## src/sv/tls_pkg.sv

```systemverilog
// shared types and constants of the tunnel link supervisor
package tls_pkg;

	typedef enum logic [2:0] {
		PH_DISABLED   = 3'd0,
		PH_WAITING    = 3'd1,
		PH_CONNECTING = 3'd2,
		PH_BACKOFF    = 3'd3,
		PH_CONNECTED  = 3'd4
	} phase_t;

	// configuration register indexes
	localparam logic [2:0] REG_ALT_MODE         = 3'd0;
	localparam logic [2:0] REG_HANDSHAKE_BUDGET = 3'd1;
	localparam logic [2:0] REG_ALT_BUDGET       = 3'd2;
	localparam logic [2:0] REG_SILENCE_LIMIT    = 3'd3;
	localparam logic [2:0] REG_BACKOFF_FLOOR    = 3'd4;
	localparam logic [2:0] REG_BACKOFF_CAP      = 3'd5;

	localparam int CFG_IDX_W  = 3;
	localparam int CFG_DATA_W = 8;

	// reset values
	localparam logic [7:0] RST_HANDSHAKE_BUDGET = 8'd20;
	localparam logic [7:0] RST_ALT_BUDGET       = 8'd90;
	localparam logic [7:0] RST_SILENCE_LIMIT    = 8'd30;
	localparam logic [7:0] RST_BACKOFF_FLOOR    = 8'd5;
	localparam logic [7:0] RST_BACKOFF_CAP      = 8'd60;
	localparam logic [7:0] RST_BACKOFF_LEN      = 8'd5;

	localparam logic [7:0] CNT_MAX8 = 8'd255;

	typedef struct packed {
		logic run;
		logic uplink_up;
		logic clock_ok;
		logic bringup_ok;
		logic peer_alive;
		logic remote_failed;
	} in_item_t;

	typedef struct packed {
		logic [2:0]  link_state;
		logic        vpn_status_bit;
		logic        cmd_bringup;
		logic        cmd_teardown;
		logic        event_up;
		logic        event_down;
		logic [15:0] failure_count;
		logic [15:0] connect_count;
	} result_t;

	typedef struct packed {
		logic       alt_mode;
		logic [7:0] handshake_budget;
		logic [7:0] alt_budget;
		logic [7:0] silence_limit;
		logic [7:0] backoff_floor;
		logic [7:0] backoff_cap;
	} cfg_t;

	typedef struct packed {
		phase_t     phase;
		logic [7:0] phase_cnt;
		logic [7:0] backoff_len;
	} core_state_t;

endpackage

```

## src/sv/tls_ifs.sv

```systemverilog
// valid/ready channel interfaces of the tunnel link supervisor
interface tls_in_if;
	logic                valid;
	logic                ready;
	tls_pkg::in_item_t   data;
	modport source (output valid, output data, input ready);
	modport sink (input valid, input data, output ready);
endinterface

interface tls_out_if;
	logic                valid;
	logic                ready;
	tls_pkg::result_t    data;
	modport source (output valid, output data, input ready);
	modport sink (input valid, input data, output ready);
endinterface

interface tls_cfg_if;
	logic                                valid;
	logic                                ready;
	logic [tls_pkg::CFG_IDX_W-1:0]       index;
	logic [tls_pkg::CFG_DATA_W-1:0]      wdata;
	modport source (output valid, output index, output wdata, input ready);
	modport sink (input valid, input index, input wdata, output ready);
endinterface

```

## src/sv/tls_step.sv

```systemverilog
// next-state and result logic for one tick of the supervisor
module tls_step #(
	parameter int COUNT_WIDTH = 16
) (
	input  tls_pkg::core_state_t    cur,
	input  logic [COUNT_WIDTH-1:0]  fail_cnt,
	input  logic [COUNT_WIDTH-1:0]  conn_cnt,
	input  tls_pkg::cfg_t           cfg,
	input  tls_pkg::in_item_t       item,
	output tls_pkg::core_state_t    nxt,
	output logic [COUNT_WIDTH-1:0]  fail_nxt,
	output logic [COUNT_WIDTH-1:0]  conn_nxt,
	output tls_pkg::result_t        res
);

	logic        stop;
	logic        in_con;
	logic        in_conn;
	logic        in_bo;
	logic [7:0]  budget;
	logic        con_fail;
	logic        con_ok;
	logic        bo_wait;
	logic        wchk;
	logic        go;
	logic [7:0]  silent_nxt;
	logic        leave;
	logic [8:0]  twice;
	logic [7:0]  blen_grown;
	logic        fail_inc;
	logic [COUNT_WIDTH+15:0] fail_ext;
	logic [COUNT_WIDTH+15:0] conn_ext;
	tls_pkg::phase_t         phase_n;

	// decisions of this tick
	always_comb begin
		stop    = !item.run;
		in_con  = (cur.phase == tls_pkg::PH_CONNECTING);
		in_conn = (cur.phase == tls_pkg::PH_CONNECTED);
		in_bo   = (cur.phase == tls_pkg::PH_BACKOFF);
		budget  = cfg.alt_mode ? cfg.alt_budget : cfg.handshake_budget;
		go      = item.uplink_up && item.clock_ok;

		con_fail = item.run && in_con &&
			((cur.phase_cnt == 8'd0 && !item.bringup_ok) || cur.phase_cnt >= budget ||
			!item.uplink_up || (cfg.alt_mode && item.remote_failed));
		con_ok   = item.run && in_con && !con_fail && item.peer_alive;
		bo_wait  = item.run && in_bo && cur.phase_cnt > 8'd1;
		wchk     = item.run && !in_con && !in_conn && !bo_wait;

		silent_nxt = (cur.phase_cnt < tls_pkg::CNT_MAX8) ? cur.phase_cnt + 8'd1 : cur.phase_cnt;
		leave      = !item.uplink_up || (!item.peer_alive && silent_nxt >= cfg.silence_limit);

		twice      = {cur.backoff_len, 1'b0};
		blen_grown = (twice > {1'b0, cfg.backoff_cap}) ? cfg.backoff_cap : twice[7:0];
		fail_inc   = (stop && in_con) || con_fail;
	end

	// next phase
	always_comb begin
		phase_n = cur.phase;
		if (stop) begin
			phase_n = tls_pkg::PH_DISABLED;
		end else begin
			case (cur.phase)
				tls_pkg::PH_CONNECTING: begin
					if (con_fail) phase_n = tls_pkg::PH_BACKOFF;
					else if (con_ok) phase_n = tls_pkg::PH_CONNECTED;
				end
				tls_pkg::PH_CONNECTED: begin
					if (leave) phase_n = tls_pkg::PH_WAITING;
				end
				tls_pkg::PH_BACKOFF: begin
					if (!bo_wait) phase_n = go ? tls_pkg::PH_CONNECTING : tls_pkg::PH_WAITING;
				end
				default: begin
					phase_n = go ? tls_pkg::PH_CONNECTING : tls_pkg::PH_WAITING;
				end
			endcase
		end
	end

	// counters and result word
	always_comb begin
		nxt.phase       = phase_n;
		nxt.phase_cnt   = 8'd0;
		nxt.backoff_len = cur.backoff_len;
		if (stop) begin
			nxt.phase_cnt = 8'd0;
		end else if (con_fail) begin
			nxt.phase_cnt   = cur.backoff_len;
			nxt.backoff_len = blen_grown;
		end else if (con_ok) begin
			nxt.backoff_len = cfg.backoff_floor;
		end else if (in_con) begin
			nxt.phase_cnt = cur.phase_cnt + 8'd1;
		end else if (in_conn) begin
			nxt.phase_cnt = (leave || item.peer_alive) ? 8'd0 : silent_nxt;
		end else if (bo_wait) begin
			nxt.phase_cnt = cur.phase_cnt - 8'd1;
		end

		fail_nxt = (fail_inc && fail_cnt != '1) ? fail_cnt + 1'b1 : fail_cnt;
		conn_nxt = (con_ok && conn_cnt != '1) ? conn_cnt + 1'b1 : conn_cnt;
		fail_ext = {16'd0, fail_nxt};
		conn_ext = {16'd0, conn_nxt};

		res.link_state     = phase_n;
		res.vpn_status_bit = (phase_n == tls_pkg::PH_CONNECTED);
		res.cmd_bringup    = wchk && go;
		res.cmd_teardown   = (stop && (in_con || in_conn)) || con_fail ||
			(item.run && in_conn && leave);
		res.event_up       = con_ok;
		res.event_down     = in_conn && (stop || leave);
		res.failure_count  = fail_ext[15:0];
		res.connect_count  = conn_ext[15:0];
	end

endmodule

```

## src/sv/tunnel_link_supervisor_core.sv

```systemverilog
// top level of the tunnel link supervisor: registers, handshakes and checks
//
// usage:
//  - item channel: one word per one-second tick with the sampled flags
//    (run, uplink_up, clock_ok, bringup_ok, peer_alive, remote_failed)
//  - result channel: one word per item with the phase after the tick,
//    status bit, bring-up/teardown commands, up/down events and the
//    saturating failure and connect counts (low 16 bits shown)
//  - cfg channel: register writes by index, always ready; write only while
//    no item is in flight. writing backoff_floor also reloads the backoff
//  - order: an accepted word is held in the input stage, then its result
//    is registered in the result register, from which the result channel
//    presents it
//  - throughput: one word per cycle while results are taken; the tick update
//    is a single pass of small compares and 8/COUNT_WIDTH-bit increments
//    between the input stage and the result register
//  - reset: supervisor disabled, counts zero, backoff length 5 and all
//    configuration registers at their defaults; both channels empty
//  - stall: a held result keeps the input stage full; the item channel
//    drops ready only once both the input stage and the result wait
module tunnel_link_supervisor_core #(
	parameter int COUNT_WIDTH = 16
) (
	input  logic            clk,
	input  logic            arst_n,
	tls_in_if.sink          item,
	tls_out_if.source       result,
	tls_cfg_if.sink         cfg
);

	// configuration registers
	tls_pkg::cfg_t          cfg_q;

	// supervisor state
	tls_pkg::core_state_t   state_q;
	logic [COUNT_WIDTH-1:0] fail_q;
	logic [COUNT_WIDTH-1:0] conn_q;

	// input stage and result register
	logic                   valid_s1;
	tls_pkg::in_item_t      item_s1;
	logic                   res_valid_q;
	tls_pkg::result_t       res_q;

	tls_pkg::core_state_t   state_nxt;
	logic [COUNT_WIDTH-1:0] fail_nxt;
	logic [COUNT_WIDTH-1:0] conn_nxt;
	tls_pkg::result_t       res_nxt;

	logic                   adv_s1;
	logic                   in_fire;
	logic                   cfg_fire;

	// stage 1 moves on when the result slot is free or being emptied
	assign adv_s1     = valid_s1 && (!res_valid_q || result.ready);
	assign item.ready = !valid_s1 || adv_s1;
	assign in_fire    = item.valid && item.ready;
	assign cfg.ready  = 1'b1;
	assign cfg_fire   = cfg.valid;

	assign result.valid = res_valid_q;
	assign result.data  = res_q;

	tls_step #(
		.COUNT_WIDTH(COUNT_WIDTH)
	) u_step (
		.cur      (state_q),
		.fail_cnt (fail_q),
		.conn_cnt (conn_q),
		.cfg      (cfg_q),
		.item     (item_s1),
		.nxt      (state_nxt),
		.fail_nxt (fail_nxt),
		.conn_nxt (conn_nxt),
		.res      (res_nxt)
	);

	// handshake control
	always_ff @(posedge clk or negedge arst_n) begin
		if (!arst_n) begin
			valid_s1    <= 1'b0;
			res_valid_q <= 1'b0;
		end else begin
			if (in_fire) valid_s1 <= 1'b1;
			else if (adv_s1) valid_s1 <= 1'b0;
			if (adv_s1) res_valid_q <= 1'b1;
			else if (result.ready) res_valid_q <= 1'b0;
		end
	end

	// payload registers
	always_ff @(posedge clk) begin
		if (in_fire) item_s1 <= item.data;
		if (adv_s1) res_q <= res_nxt;
	end

	// supervisor state and configuration
	always_ff @(posedge clk or negedge arst_n) begin
		if (!arst_n) begin
			cfg_q.alt_mode         <= 1'b0;
			cfg_q.handshake_budget <= tls_pkg::RST_HANDSHAKE_BUDGET;
			cfg_q.alt_budget       <= tls_pkg::RST_ALT_BUDGET;
			cfg_q.silence_limit    <= tls_pkg::RST_SILENCE_LIMIT;
			cfg_q.backoff_floor    <= tls_pkg::RST_BACKOFF_FLOOR;
			cfg_q.backoff_cap      <= tls_pkg::RST_BACKOFF_CAP;
			state_q.phase          <= tls_pkg::PH_DISABLED;
			state_q.phase_cnt      <= 8'd0;
			state_q.backoff_len    <= tls_pkg::RST_BACKOFF_LEN;
			fail_q                 <= '0;
			conn_q                 <= '0;
		end else begin
			if (adv_s1) begin
				state_q <= state_nxt;
				fail_q  <= fail_nxt;
				conn_q  <= conn_nxt;
			end
			// config writes must come only while idle; the block itself does not enforce this
			if (cfg_fire) begin
				case (cfg.index)
					tls_pkg::REG_ALT_MODE:         cfg_q.alt_mode <= cfg.wdata[0];
					tls_pkg::REG_HANDSHAKE_BUDGET: cfg_q.handshake_budget <= cfg.wdata;
					tls_pkg::REG_ALT_BUDGET:       cfg_q.alt_budget <= cfg.wdata;
					tls_pkg::REG_SILENCE_LIMIT:    cfg_q.silence_limit <= cfg.wdata;
					tls_pkg::REG_BACKOFF_FLOOR: begin
						cfg_q.backoff_floor <= cfg.wdata;
						state_q.backoff_len <= cfg.wdata;
					end
					tls_pkg::REG_BACKOFF_CAP:      cfg_q.backoff_cap <= cfg.wdata;
					default: begin
					end
				endcase
			end
		end
	end

	// the registered result always reports the phase just stored
	a_state_matches_result: assert property (@(posedge clk) disable iff (!arst_n)
		adv_s1 |=> res_q.link_state == state_q.phase)
		else $error("result phase differs from stored phase");

	// failure count never goes backwards
	a_fail_monotonic: assert property (@(posedge clk) disable iff (!arst_n)
		1'b1 |=> fail_q >= $past(fail_q))
		else $error("failure count decreased");

	// entering connected never tears down in the same tick
	a_up_consistent: assert property (@(posedge clk) disable iff (!arst_n)
		(res_valid_q && res_q.event_up) |->
		(res_q.link_state == tls_pkg::PH_CONNECTED && !res_q.cmd_teardown))
		else $error("event_up with wrong phase or teardown");

endmodule
```

## src/flat_wrapper.sv

```systemverilog
// flat-port wrapper written by rule: the top's interface ports become plain ports
module tunnel_link_supervisor_core_flat 
#(
	parameter int COUNT_WIDTH = 16
)
  (clk, arst_n, item_valid, item_data, item_ready, result_valid, result_data, result_ready, cfg_valid, cfg_index, cfg_wdata, cfg_ready);
  tls_in_if item_i ();
  tls_out_if result_i ();
  tls_cfg_if cfg_i ();
  input  logic clk;
  input  logic arst_n;
  input wire logic [$bits(item_i.valid)-1:0] item_valid;
  input wire logic [$bits(item_i.data)-1:0] item_data;
  output wire logic [$bits(item_i.ready)-1:0] item_ready;
  output wire logic [$bits(result_i.valid)-1:0] result_valid;
  output wire logic [$bits(result_i.data)-1:0] result_data;
  input wire logic [$bits(result_i.ready)-1:0] result_ready;
  input wire logic [$bits(cfg_i.valid)-1:0] cfg_valid;
  input wire logic [$bits(cfg_i.index)-1:0] cfg_index;
  input wire logic [$bits(cfg_i.wdata)-1:0] cfg_wdata;
  output wire logic [$bits(cfg_i.ready)-1:0] cfg_ready;
  assign item_i.valid = item_valid;
  assign item_i.data = item_data;
  assign item_ready = item_i.ready;
  assign result_valid = result_i.valid;
  assign result_data = result_i.data;
  assign result_i.ready = result_ready;
  assign cfg_i.valid = cfg_valid;
  assign cfg_i.index = cfg_index;
  assign cfg_i.wdata = cfg_wdata;
  assign cfg_ready = cfg_i.ready;
  tunnel_link_supervisor_core #(.COUNT_WIDTH(COUNT_WIDTH)) u_core (.clk(clk), .arst_n(arst_n), .item(item_i), .result(result_i), .cfg(cfg_i));
endmodule
```

## config.mk

```make
export PLATFORM = sky130hd
export DESIGN_NAME = tunnel_link_supervisor_core_flat
export DESIGN_NICKNAME = d
export VERILOG_FILES = /design/src/sv/tls_pkg.sv /design/src/sv/tls_ifs.sv /design/src/sv/tls_step.sv /design/src/sv/tunnel_link_supervisor_core.sv /design/src/flat_wrapper.sv
export SDC_FILE = /design/constraint.sdc
export NUM_CORES = 1
export LEC_CHECK = 0
export ABC_AREA = 1
export BUFFER_PORTS_ARGS = -buffer_cell sky130_fd_sc_hd__buf_2
export CAP_MARGIN = 0
export CORE_MARGIN = 3
export CORE_UTILIZATION = 50
export CTS_BUF_LIST = sky130_fd_sc_hd__clkbuf_4 sky130_fd_sc_hd__clkbuf_8
export CTS_CLUSTER_SIZE = 10
export DETAILED_ROUTE_END_ITERATION = 10
export GPL_TIMING_DRIVEN = 0
export PLACE_DENSITY = 0.69
export SYNTH_ARGS = -nofsm -noshare
export SYNTH_HDL_FRONTEND = slang
export SYNTH_SLANG_ARGS = --single-unit
export TNS_END_PERCENT = 50
```

## constraint.sdc

```tcl
create_clock -name clk -period 5.78 [get_ports clk]
set_input_delay 1.445 -clock clk [delete_from_list [all_inputs] [get_ports clk]]
set_output_delay 1.445 -clock clk [all_outputs]
set_load 0.1 [all_outputs]
```

# --- Word level (Yosys, flattened, before mapping) ---
# Index checks and enable logic that the tools add are counted.
totals:
  ff_bits: 140
  in_bits: 22
classes:
  mux: 28
  magnitude_cmp: 5
  eq_ne: 11
  add_sub_neg: 4
  n_reduce_logical: 55
ops:
  columns: ["operator", "n"]
  rows:
  - ["$mux W8", 14]
  - ["$mux W16", 3]
  - ["$add A16 B1 Y16 const B", 2]
  - ["$ne A16 B16 Y1 const B", 2]
  - ["$logic_and A1 B1 Y1", 23]
  - ["$ge A8 B8 Y1", 2]
  - ["$mux W3", 5]
  - ["$eq A3 B2 Y1 const B", 4]
  - ["$eq A3 B3 Y1 const B", 4]
  - ["$logic_or A1 B1 Y1", 12]
  - ["$reduce_and A2 Y1", 6]
  - ["$logic_not A1 Y1", 10]
  - ["$gt A9 B8 Y1", 1]
  - ["$pmux W3 S3", 1]
  - ["$add A8 B1 Y8 const B", 1]
  - ["$gt A8 B1 Y1 const B", 1]
  - ["$logic_not A8 Y1", 1]
  - ["$lt A8 B8 Y1 const B", 1]
  - ["$sub A8 B1 Y8 const B", 1]
  - ["$mux W1", 4]
  - ["$reduce_bool A2 Y1", 2]
  - ["$eq A3 B1 Y1 const B", 1]
  - ["$logic_not A3 Y1", 1]
  - ["$mux W2", 1]

# --- Depth between registers and ports, before layout ---
# Gate-level depths: netlist of run 1.
depth:
  depth_word: 15
  depth_mapped: 20
  mapped_depth_nobuf: 20

# --- By module ---
# From an unflattened synthesis of run 1, not the netlist that was laid out.
unflattened:
  cells_unflattened: 1037
  area_unflattened_um2: 8503.2
by_module_without_submodules:
  columns: ["module", "n_inst", "cells_per_inst", "area_per_inst_um2"]
  rows:
  - ["tunnel_link_supervisor_core", 1, 455, 5200.0]
  - ["tls_step", 1, 582, 3303.2]

# --- Worst setup path after synthesis of run 1 ---
# Ideal clock, no wire load.
synth_timing:
  path_kind: "input to output"
  startpoint: "input port result_ready"
  endpoint: "output port item_ready"
  slack_ns: 2.082
  t_arrival_ns: 2.253
  stages: 2
  path_cell_list: "inv_1 > nand3_1"
synth_via:
  elab_chain_cells: 3
synth_lines:
  columns: ["item", "line_no", "source"]
  rows:
  - ["from (decl)", "flat_wrapper.sv:17", "input wire logic [$bits(result_i.ready)-1:0] result_ready;"]
  - ["$logic_or A1 B1 Y1", "tunnel_link_supervisor_core.sv:55", "assign adv_s1 = valid_s1 && (!res_valid_q || result.ready);"]
  - ["$logic_and A1 B1 Y1", "tunnel_link_supervisor_core.sv:55", null]
  - ["$logic_or A1 B1 Y1", "tunnel_link_supervisor_core.sv:56", "assign item.ready = !valid_s1 || adv_s1;"]
  - ["to (decl)", "flat_wrapper.sv:14", "output wire logic [$bits(item_i.ready)-1:0] item_ready;"]
# Every way passes these cells.

# --- Worst setup path in the final report of run 1 ---
# Ends and elaborated chain as after synthesis.

==> impl_metrics.toml, run 1 <==
[setup_path]
crit_chain = "buf_2, inv_1, nand3_1, buf_2"
path_buf_inv = 3
r2r_end = "u_core.state_q[12]"
slowest_stage = "buf_2"
r2r_slack_ns = 2.64
crit_end = "item_ready"
cpPeakStageDelay_ns = 0.44
endpoint_kind = "output pin"
worst_ep_required_time_ns = 4.34
cp_max_fo = 3
arrival_ns = 2.12
crit_type = "input pin to output pin"
start_kind = "input pin"
rr_worst_depth = 17
r2r-start = "u_core.state_q[9]"
cp_num_cells = 4
crit_path_frequent_cell = "buf_2"
crit_family = "buffers and inverters"
startpoint = "result_ready"

[yosys]
avgSynthCellArea_um2 = 7.91
synth_cell_types = 46
synth-seq-cells = 140
netlist_area_um2 = 8220
seq_area_frac_synth_pct = 45.7
syn_nets = 1089
yosys_warnings = 0
synth_cells = 1039

[drt]
ant_nets = 0
drc = 0
drt-initial-drc-count = 570
via_per_inst = 5.16
dr.pass1.iters = 5
vias = 6971
routedWlPerCell_um = 14.4
drt-total-wl_mm = 19.5

[global_route]
grt_pass1_vias = 6445
grt_pass1_wl_mm = 32.4
grt_max_degree = 70
antenna_found_initial = 1
grt_usage_pct = 22.6
gr-total-overflow = 0

[placed_design]
hpwl_mm = 14.1
place_ws_ns = 2.22
place.gp.congestion = 0.913
place_inst = 1319
io_buffers = 63

[layout]
layout_common_cells = "nand2_1, inv_1, nand3_1"
drive_gt1_share_pct = 15.2
final_cells = 1352
final_common_cell = "nand2_1"
area_growth_syn_to_layout_pct = 12.5
finish.net_count = 1172

[timing]
hold_violations = 0
grt_setup_unrepaired = "false"
fmax_mhz = 281
fin_tns_setup_ns = 0
setup_viol = 0
slew_viol_final = 0
period_minus_slack_ns = 3.56
hold-worst-slack_ns = 0.490
period_share_pct = 61.6
worstMarginPinSlew_ns = 1.01
timing.final.ws_setup_ns = 2.22
slew_headroom_pct = 32.7
skew_ns = 0.0183

[power_and_ir_drop]
p_sw_share_pct = 41.6
power_frac_seq_pct = 38.6
p_leak_uw = 0.00467
ir_drop_v = 0.000216
power.total_uw = 3460
switching_power_uw = 1440
intPower_uw = 2020
p_clk_share_pct = 24.2
powerDensity_nw_per_um2 = 374
combPwrFrac_pct = 37.2

[clock_network]
cts_tree = "done"
numClockSinks = 140
clockRootBuffer = "clkbuf_8"
clk_pin_slew_worst_paths_ns = 0.08
insertion_delay_ns = 0.47
cts_buffer_depth = 2
cts_buffers = 17
htreeDepth = 4
cts_resized = 0
postCtsHoldBufs = 0
cts_setup_buffers = 0

[worst_hold_path]
min_path_type = "flop to flop"
whs_path_depth = 2

[outcome]
status = "completed"

[floorplanning]
coreArea_um2 = 16000
die_h_um = 134
die_area_um2 = 18000
fp.dieW_um = 134
initial_utilization_pct = 51.3
pin_count = 65
rows = 46

[flow_run]
cap_viol_max_count = 0
-- worst register-to-register path: cells and delay by family (launching register included) --
family | cells | cell delay (ns)
and+or+nand+nor | 13 | 1.46
AOI/OAI and AO/OA | 2 | 0.64
DFF | 1 | 0.45
adders and majority gates | 2 | 0.53
-- cell families (layout without fill, tap and decap cells) --
logic type	after synthesis	after routing	synth area share (%)
adders and majority gates	28	28	4.26
and+or+nand+nor	577	577	30.9
AOI/OAI and AO/OA	103	103	6.44
DFF	140	140	45.7
muxes	8	8	0.990
xor gates and xnor gates	34	34	3.62
other	1	2	0.0456
buffers and inverters	148	244	7.98
-- worst min-delay path by stage --
stage | slack [ns] | startpoint | to
2_1_floorplan | 0.45 | u_core.cfg_q[24] | u_core.cfg_q[24]
3_3_place_gp | 0.47 | u_core.cfg_q[39] | u_core.cfg_q[39]
3_5_place_dp | 0.47 | u_core.cfg_q[24] | u_core.cfg_q[24]
4_1_cts | 0.49 | u_core.cfg_q[24] | u_core.cfg_q[24]
5_1_grt | 0.51 | u_core.cfg_q[24] | u_core.cfg_q[24]
6_report | 0.49 | u_core.cfg_q[0] | u_core.cfg_q[0]
-- sequential cells by signal (all words and copies together) (netlist names) --
register,cells
u_core.item_s1,6
u_core.cfg_q,41
u_core.valid_s1,1
u_core.conn_q,16
u_core.state_q,19
u_core.result.valid,1
u_core.fail_q,16
u_core.result.data,40
-- Yosys cell counts (all sizes together) --
cell           count  area (um^2)
nand2            386         1510
inv              109          409
nand3             82          440
dfrtp             76         1900
o21ai             76          380
nor2              48          208
edfxtp            46         1380
nand4             34          219
ha                28          350
a21oi             22          114
clkbuf            22          115
xor2              22          193
nor3              19          116
dfstp             18          473
buf               14          106
xnor2             12          105
mux2i              7         70.1
and2               3         18.8
or2                3         18.8
a31oi              2         12.5
o21a               2         15.0
a21boi             1         7.51
clkdlybuf4s15      1         10.0
clkinv             1         5.00
conb               1         3.75
dlygate4sd3        1         10.0
mux2               1         11.3
nand3b             1         7.51
nor4               1         6.26
-- power by group through the flow --
stage               Combinational, uW  Clock, uW  Sequential [uW]
global placement                 1260          0             1350
floorplan                         747          0             1590
detailed placement               1290          0             1350
CTS                              1290        856             1330
global route                     1450        896             1350
finish                           1290        839             1330
-- layer usage --
| metal | vias to the layer above | wire (um) | global-route usage (%) |
|---|---|---|---|
| li1 | 3534 | - | - |
| met1 | 3234 | 9270 | 31.7 |
| met2 | 173 | 8860 | 35.7 |
| met3 | 30 | 952 | 4.69 |
| met4 | 0 | 396 | 6.56 |
| met5 | - | 0 | 0 |
-- stage by stage --
step	area (um^2)	util [%]
5_1_grt	9250	57.8
3_5_place_dp	8830	55.2
6_report	9250	57.8
2_1_floorplan	8220	-
4_1_cts	9240	57.8
3_3_place_gp	8800	55.0
-- final cells by class --
class                      count  area, um^2
fill                        1549        6750
multi-input combinational    751        3800
sequential                   140        3760
inverter                     110         414
timing repair buffer          64         345
tap                          216         270
clock buffer                  18         248
buffer                        38         241
clock inverter                14         165
antenna                        1        2.50
Power figures use the tool's default switching activity.
==> run 2, diff against run 1 <==
--- a/config.mk
+++ b/config.mk
@@ -5,7 +5,7 @@
 export SDC_FILE = /design/constraint.sdc
 export NUM_CORES = 1
 export LEC_CHECK = 0
-export ABC_AREA = 1
+export ABC_AREA = 0
 export BUFFER_PORTS_ARGS = -buffer_cell sky130_fd_sc_hd__buf_2
 export CAP_MARGIN = 0
 export CORE_MARGIN = 3
@@ -14,7 +14,7 @@
 export CTS_CLUSTER_SIZE = 10
 export DETAILED_ROUTE_END_ITERATION = 10
 export GPL_TIMING_DRIVEN = 0
-export PLACE_DENSITY = 0.69
+export PLACE_DENSITY = 0.7
 export SYNTH_ARGS = -nofsm -noshare
 export SYNTH_HDL_FRONTEND = slang
 export SYNTH_SLANG_ARGS = --single-unit
==> constraint.sdc (replaced) <==
create_clock -name clk -period 3.4 [get_ports clk]
set_input_delay 0.85 -clock clk [delete_from_list [all_inputs] [get_ports clk]]
set_output_delay 0.85 -clock clk [all_outputs]
set_load 0.1 [all_outputs]
==> run 2 against run 1 <==
Against the previous run:
- synthesized cell count shrank 33%
- sequential share of layout area up 2.5 points
- count of clock-buffer cells in the layout is 4 higher
- critical endpoint is now u_core.conn_q[10]
- setup slack lost 2.1 ns
- total power rose by 56%
==> impl_metrics.toml, run 2 <==
[layout]
layout_common_cells = "dfrtp_1, nand2_1, buf_2"
nFillCells = 1275
final_util_pct = 59.0
n_antenna_cell = 0
largest_register = "u_core.cfg_q"
area_growth_syn_to_layout_pct = 13.8
final_common_cell = "dfrtp_1"
drive_gt1_share_pct = 25.4
final_cells = 988
multi_input_area_um2 = 3680
seq_area_um2 = 3760
finish.net_count = 841
largest_reg_flops = 41

[floorplanning]
pin_count = 65
rows = 44
initial_utilization_pct = 51.8
fp.dieW_um = 130
die_area_um2 = 16800
die_h_um = 130
coreArea_um2 = 14800

[power_and_ir_drop]
powerDensity_nw_per_um2 = 619
ir_drop_v = 0.000295
p_clk_share_pct = 22.7
switching_power_uw = 2030
power_frac_seq_pct = 41.8
p_sw_share_pct = 37.7
intPower_uw = 3350
combPwrFrac_pct = 35.4
p_leak_uw = 0.00372

[drt]
ant_nets = 0
vias = 5858
routedWlPerCell_um = 18.4
drc = 0
drt-initial-drc-count = 439
via_per_inst = 5.93
dr.pass1.iters = 5
drt-total-wl_mm = 18.2

[setup_path]
rr_worst_depth = 9
start_kind = "flop"
endpoint_kind = "flop"
worst_ep_required_time_ns = 3.73
r2r-start = "u_core.cfg_q[40]"
startpoint = "u_core.cfg_q[40]"
cp_max_fo = 7
crit_type = "flop to flop"
arrival_ns = 3.62

[yosys]
synth.area.top_cells = "dfrtp_1, edfxtp_1, mux2_2, xnor2_1, dfstp_2"
synth_common_cells = "dfrtp_1, nand2_1, xnor2_1"
synth-seq-cells = 140
synth_top_cell_by_area = "dfrtp_1"
syn_nets = 750
yosys_warnings = 0
ys_async_sr_fraction_pct = 67.1
netlist_area_um2 = 7650
ys.flop_type = "dfrtp_1"
synth_top_area_share_pct = 24.9
synth_most_common_cell = "dfrtp_1"
synth_edf_count = 46
avgSynthCellArea_um2 = 10.9
seq_area_frac_synth_pct = 49.1
synth_cells = 700
synth_cell_types = 70

[timing]
hold_violations = 0
worstMarginPinSlew_ns = 1.09
period_minus_slack_ns = 3.29
skew_ns = 0.00916
setup_viol = 0
slew_viol_final = 0
slew_headroom_pct = 27.3
period_share_pct = 96.8
hold-worst-slack_ns = 0.402
grt_setup_unrepaired = "true"
fmax_mhz = 304

[global_route]
gr-total-overflow = 0
grt_usage_pct = 22.9
grt_pass1_wl_mm = 30.0
grt_pass1_vias = 5854
grt_max_degree = 53
antenna_found_initial = 0

[clock_network]
cts_buffer_depth = 2
clockRootBuffer = "clkbuf_8"
postCtsHoldBufs = 0
htreeDepth = 4
cts_buffers = 17
clk_pin_slew_worst_paths_ns = 0.08
cts_tree = "done"
numClockSinks = 140
insertion_delay_ns = 0.45

[placed_design]
place.gp.congestion = 0.918
io_buffers = 63
place_inst = 949
hpwl_mm = 13.1

[worst_hold_path]
min_path_type = "input pin to asynchronous set/reset pin"

[outcome]
status = "completed"

[flow_run]
cap_viol_max_count = 0
## run 2: cell count changes in the layout (fill, tap and decap cells not counted), moves of 15 or more
cell	previous run	this run
nand2_1	367	68
inv_1	107	19
o21ai_0	76	14
mux2_2	1	47
xnor2_1	12	57
nand3_1	79	55
nor2_1	43	23
and3_1	0	18
nand4_1	33	16
nand2_2	17	2
## run 2: worst paths after layout
kind / to / slack, ns
max in group asynchronous: u_core.cfg_q[17] / 2.28
min: u_core.fail_q[9] / 0.40
min in group clk: u_core.cfg_q[12] / 0.48
max: u_core.conn_q[10] / 0.11
max reg2reg: u_core.conn_q[10] / 0.11
min reg2reg: u_core.cfg_q[12] / 0.48
## run 2: area by class of cell
| class | count | area share (%) |
|---|---|---|
| clock inverter | 10 | 0.862 |
| buffer | 33 | 2.08 |
| sequential | 140 | 43.2 |
| tap | 184 | 2.64 |
| inverter | 20 | 0.862 |
| clock buffer | 22 | 3.12 |
| multi-input combinational | 505 | 42.3 |
| timing repair buffer | 74 | 4.97 |
## run 2: metal layers
layer / part of all wire [%] / track usage (%) / up-vias
met5: 0 / 0 / -
met4: 2.6 / 9.23 / 0
met1: 43 / 31.2 / 2861
li1: - / - / 2738
met3: 6.1 / 4.41 / 40
met2: 48 / 36.3 / 219
## run 2: cells by family after synthesis
group                    count (synthesis)  synth area share (%)
buffers and inverters                   55                  3.12
multiplexers                            58                  8.44
adder cells (fa/ha/maj)                 28                  4.58
AO/OA/AOI/OAI                          110                  10.7
other                                    1                0.0490
XOR/XNOR                                69                  7.90
flip-flops                             140                  49.1
AND/OR/NAND/NOR                        239                  16.1
## run 2: power groups by stage
stage                     logic (uW)  registers, uW  clock network, uW
after floorplan                 1130           2550                  0
after global placement          1800           2270                  0
after detailed placement        1850           2270                  0
after CTS                       1880           2250               1260
after global routing            2080           2280               1330
final                           1910           2250               1220
## run 2: stage by stage
step                      power [uW]  TNS (ns)  instance area, um^2  worst slack [ns]
after CTS                       5390         0                 8660            0.0115
after global placement          4070    -47.35                 8190            -0.909
after floorplan                 3680         0                 7650             0.101
after detailed placement        4130    -19.33                 8250            -0.668
after global routing            5680   -0.0605                 8710           -0.0605
final                           5390         0                 8710             0.109
## run 2: worst max-delay path: stages (launching register included)
cell and delay (ns):
dfrtp_2 0.46, mux2_2 0.37, ha_1 0.26, or3b_1 0.38, o2111ai_1 0.16, a41oi_2 0.28
buf_4 0.21, nor2_1 0.48, nand4_1 0.24, mux2_2 0.33
## run 2: repair_timing
item                                    in CTS  in global routing
setup buffers                                3                  6
resized for setup                           15                  6
endpoints found under the hold margin        0                  0
endpoints found under the setup margin      56                 27
pin swaps                                    0                  3
==> run 3, diff against run 2 <==
--- a/config.mk
+++ b/config.mk
@@ -9,12 +9,12 @@
 export BUFFER_PORTS_ARGS = -buffer_cell sky130_fd_sc_hd__buf_2
 export CAP_MARGIN = 0
 export CORE_MARGIN = 3
-export CORE_UTILIZATION = 50
+export CORE_UTILIZATION = 40
 export CTS_BUF_LIST = sky130_fd_sc_hd__clkbuf_4 sky130_fd_sc_hd__clkbuf_8
 export CTS_CLUSTER_SIZE = 10
 export DETAILED_ROUTE_END_ITERATION = 10
 export GPL_TIMING_DRIVEN = 0
-export PLACE_DENSITY = 0.7
+export PLACE_DENSITY = 0.58
 export SYNTH_ARGS = -nofsm -noshare
 export SYNTH_HDL_FRONTEND = slang
 export SYNTH_SLANG_ARGS = --single-unit
==> run 3 against run 2 <==
Against the previous run:
- combinational power rose by 2%
- critical path depth is 3 higher
- setup slack better by 0.036 ns
- hold slack got worse by 0.020 ns
- count of clock-buffer cells in the layout decreased by 2
- flip-flop and latch count did not move
- first-iteration DRC count shrank 1.6%
- sequential power about the same
- largest power group unchanged
==> impl_metrics.toml, run 3 (synthesis results as in run 2) <==
[outcome]
status = "completed"

[clock_network]
postCtsHoldBufs = 0
clk_pin_slew_worst_paths_ns = 0.08
insertion_delay_ns = 0.45
cts_buffers = 17
cts_buffer_depth = 2
numClockSinks = 140
cts_tree = "done"
htreeDepth = 4
clockRootBuffer = "clkbuf_8"

[drt]
drt-total-wl_mm = 18.9
via_per_inst = 5.66
dr.pass1.iters = 5
ant_nets = 0
drt-initial-drc-count = 432
vias = 5857
routedWlPerCell_um = 18.3
drc = 0

[setup_path]
crit_family = "compound AO/OA/AOI/OAI gates"
endpoint_kind = "flop"
r2r-start = "u_core.state_q[12]"
slowest_stage = "mux2_2"
crit_type = "flop to flop"
start_kind = "flop"
r2r_end = "u_core.state_q[15]"
cpPeakStageDelay_ns = 0.39
worst_ep_required_time_ns = 3.74
arrival_ns = 3.60
cp_max_fo = 10
r2r_slack_ns = 0.14
path_buf_inv = 1
rr_worst_depth = 12
crit_chain = "clkbuf_4, and4_4, nand2_1, nor3_4, mux2_2, ha_1, a211oi_1, o2111ai_1, a21oi_2, or2_2, a22oi_1, o31ai_1"

[placed_design]
io_buffers = 63
place.gp.congestion = 0.902
place_inst = 994
hpwl_mm = 13.6

[power_and_ir_drop]
power.total_uw = 5590
ir_drop_v = 0.000262
p_leak_uw = 0.00376
powerDensity_nw_per_um2 = 629

[floorplanning]
rows = 49
coreArea_um2 = 18400
pin_count = 65
die_area_um2 = 20800
die_h_um = 144
fp.dieW_um = 144
initial_utilization_pct = 41.6

[timing]
skew_ns = 0.0129
period_share_pct = 95.7
hold-worst-slack_ns = 0.383
slew_viol_final = 0
period_minus_slack_ns = 3.26
worstMarginPinSlew_ns = 1.03
fin_tns_setup_ns = 0
setup_viol = 0
slew_headroom_pct = 30.9
fmax_mhz = 307
hold_violations = 0

[layout]
drive_gt1_share_pct = 26.3
area_growth_syn_to_layout_pct = 16.0
n_antenna_cell = 0
final_cells = 1034
final_common_cell = "dfrtp_1"
largest_register = "u_core.cfg_q"
largest_reg_flops = 41
finish.net_count = 842
layout_common_cells = "dfrtp_1, nand2_1, buf_2"

[global_route]
grt_pass1_vias = 5647
grt_usage_pct = 18.5
grt_max_degree = 55
grt_pass1_wl_mm = 30.1
gr-total-overflow = 0
antenna_found_initial = 0

[worst_hold_path]
min_path_type = "input pin to asynchronous set/reset pin"

[flow_run]
cap_viol_max_count = 0
run 3: timing repair:
item,CTS,global route
endpoints found under the setup margin,65,43
resized for setup,14,16
pin swaps,0,3
gates cloned,0,0
hold endpoints to repair,0,0
buffers inserted,5,6
run 3: layout make-up:
class / count / area [um^2]
fillers: 1685 / 9520
flip-flops and latches: 140 / 3760
multi-input cells: 505 / 3720
repair buffers: 76 / 448
well taps: 229 / 287
clock buffers: 20 / 263
plain buffers: 32 / 186
clock inverters: 12 / 136
inverters: 20 / 78.8
run 3: power by group:
group,internal [uW],switching [uW],leakage [uW]
Combinational,726,1230,0.00194
Clock,695,685,0.000199
Sequential,2040,213,0.00163
run 3: routing by layer:
metal	share of wire [%]	up-vias	routed length [um]	track usage, %
met5	0	-	0	0
met4	1.8	0	341	6.53
met3	5.4	27	1030	3.64
met2	47	191	8880	29.1
met1	46	2893	8640	25.7
li1	-	2746	-	-
run 3: worst max-delay path by stage:
stage                                  start               endpoint  slack [ns]  cells past startpoint
final                     u_core.state_q[12]     u_core.state_q[15]        0.14                     12
after global routing       u_core.state_q[8]  u_core.result.data[8]      -0.007                     11
after CTS                 u_core.state_q[10]     u_core.state_q[15]        0.01                     13
after detailed placement  u_core.state_q[10]     u_core.state_q[15]       -0.66                     13
after global placement          result_ready     u_core.state_q[13]       -0.86                      7
after floorplan             u_core.cfg_q[40]  u_core.result.data[5]        0.10                     11
run 3: stage by stage:
stage	worst slack (ns)	cell area, um^2	util, %
detailed placement	-0.658	8300	45.1
global placement	-0.865	8250	44.9
floorplan	0.101	7650	-
global route	-0.00702	8880	48.3
finish	0.145	8880	48.3
CTS	0.0105	8780	47.8
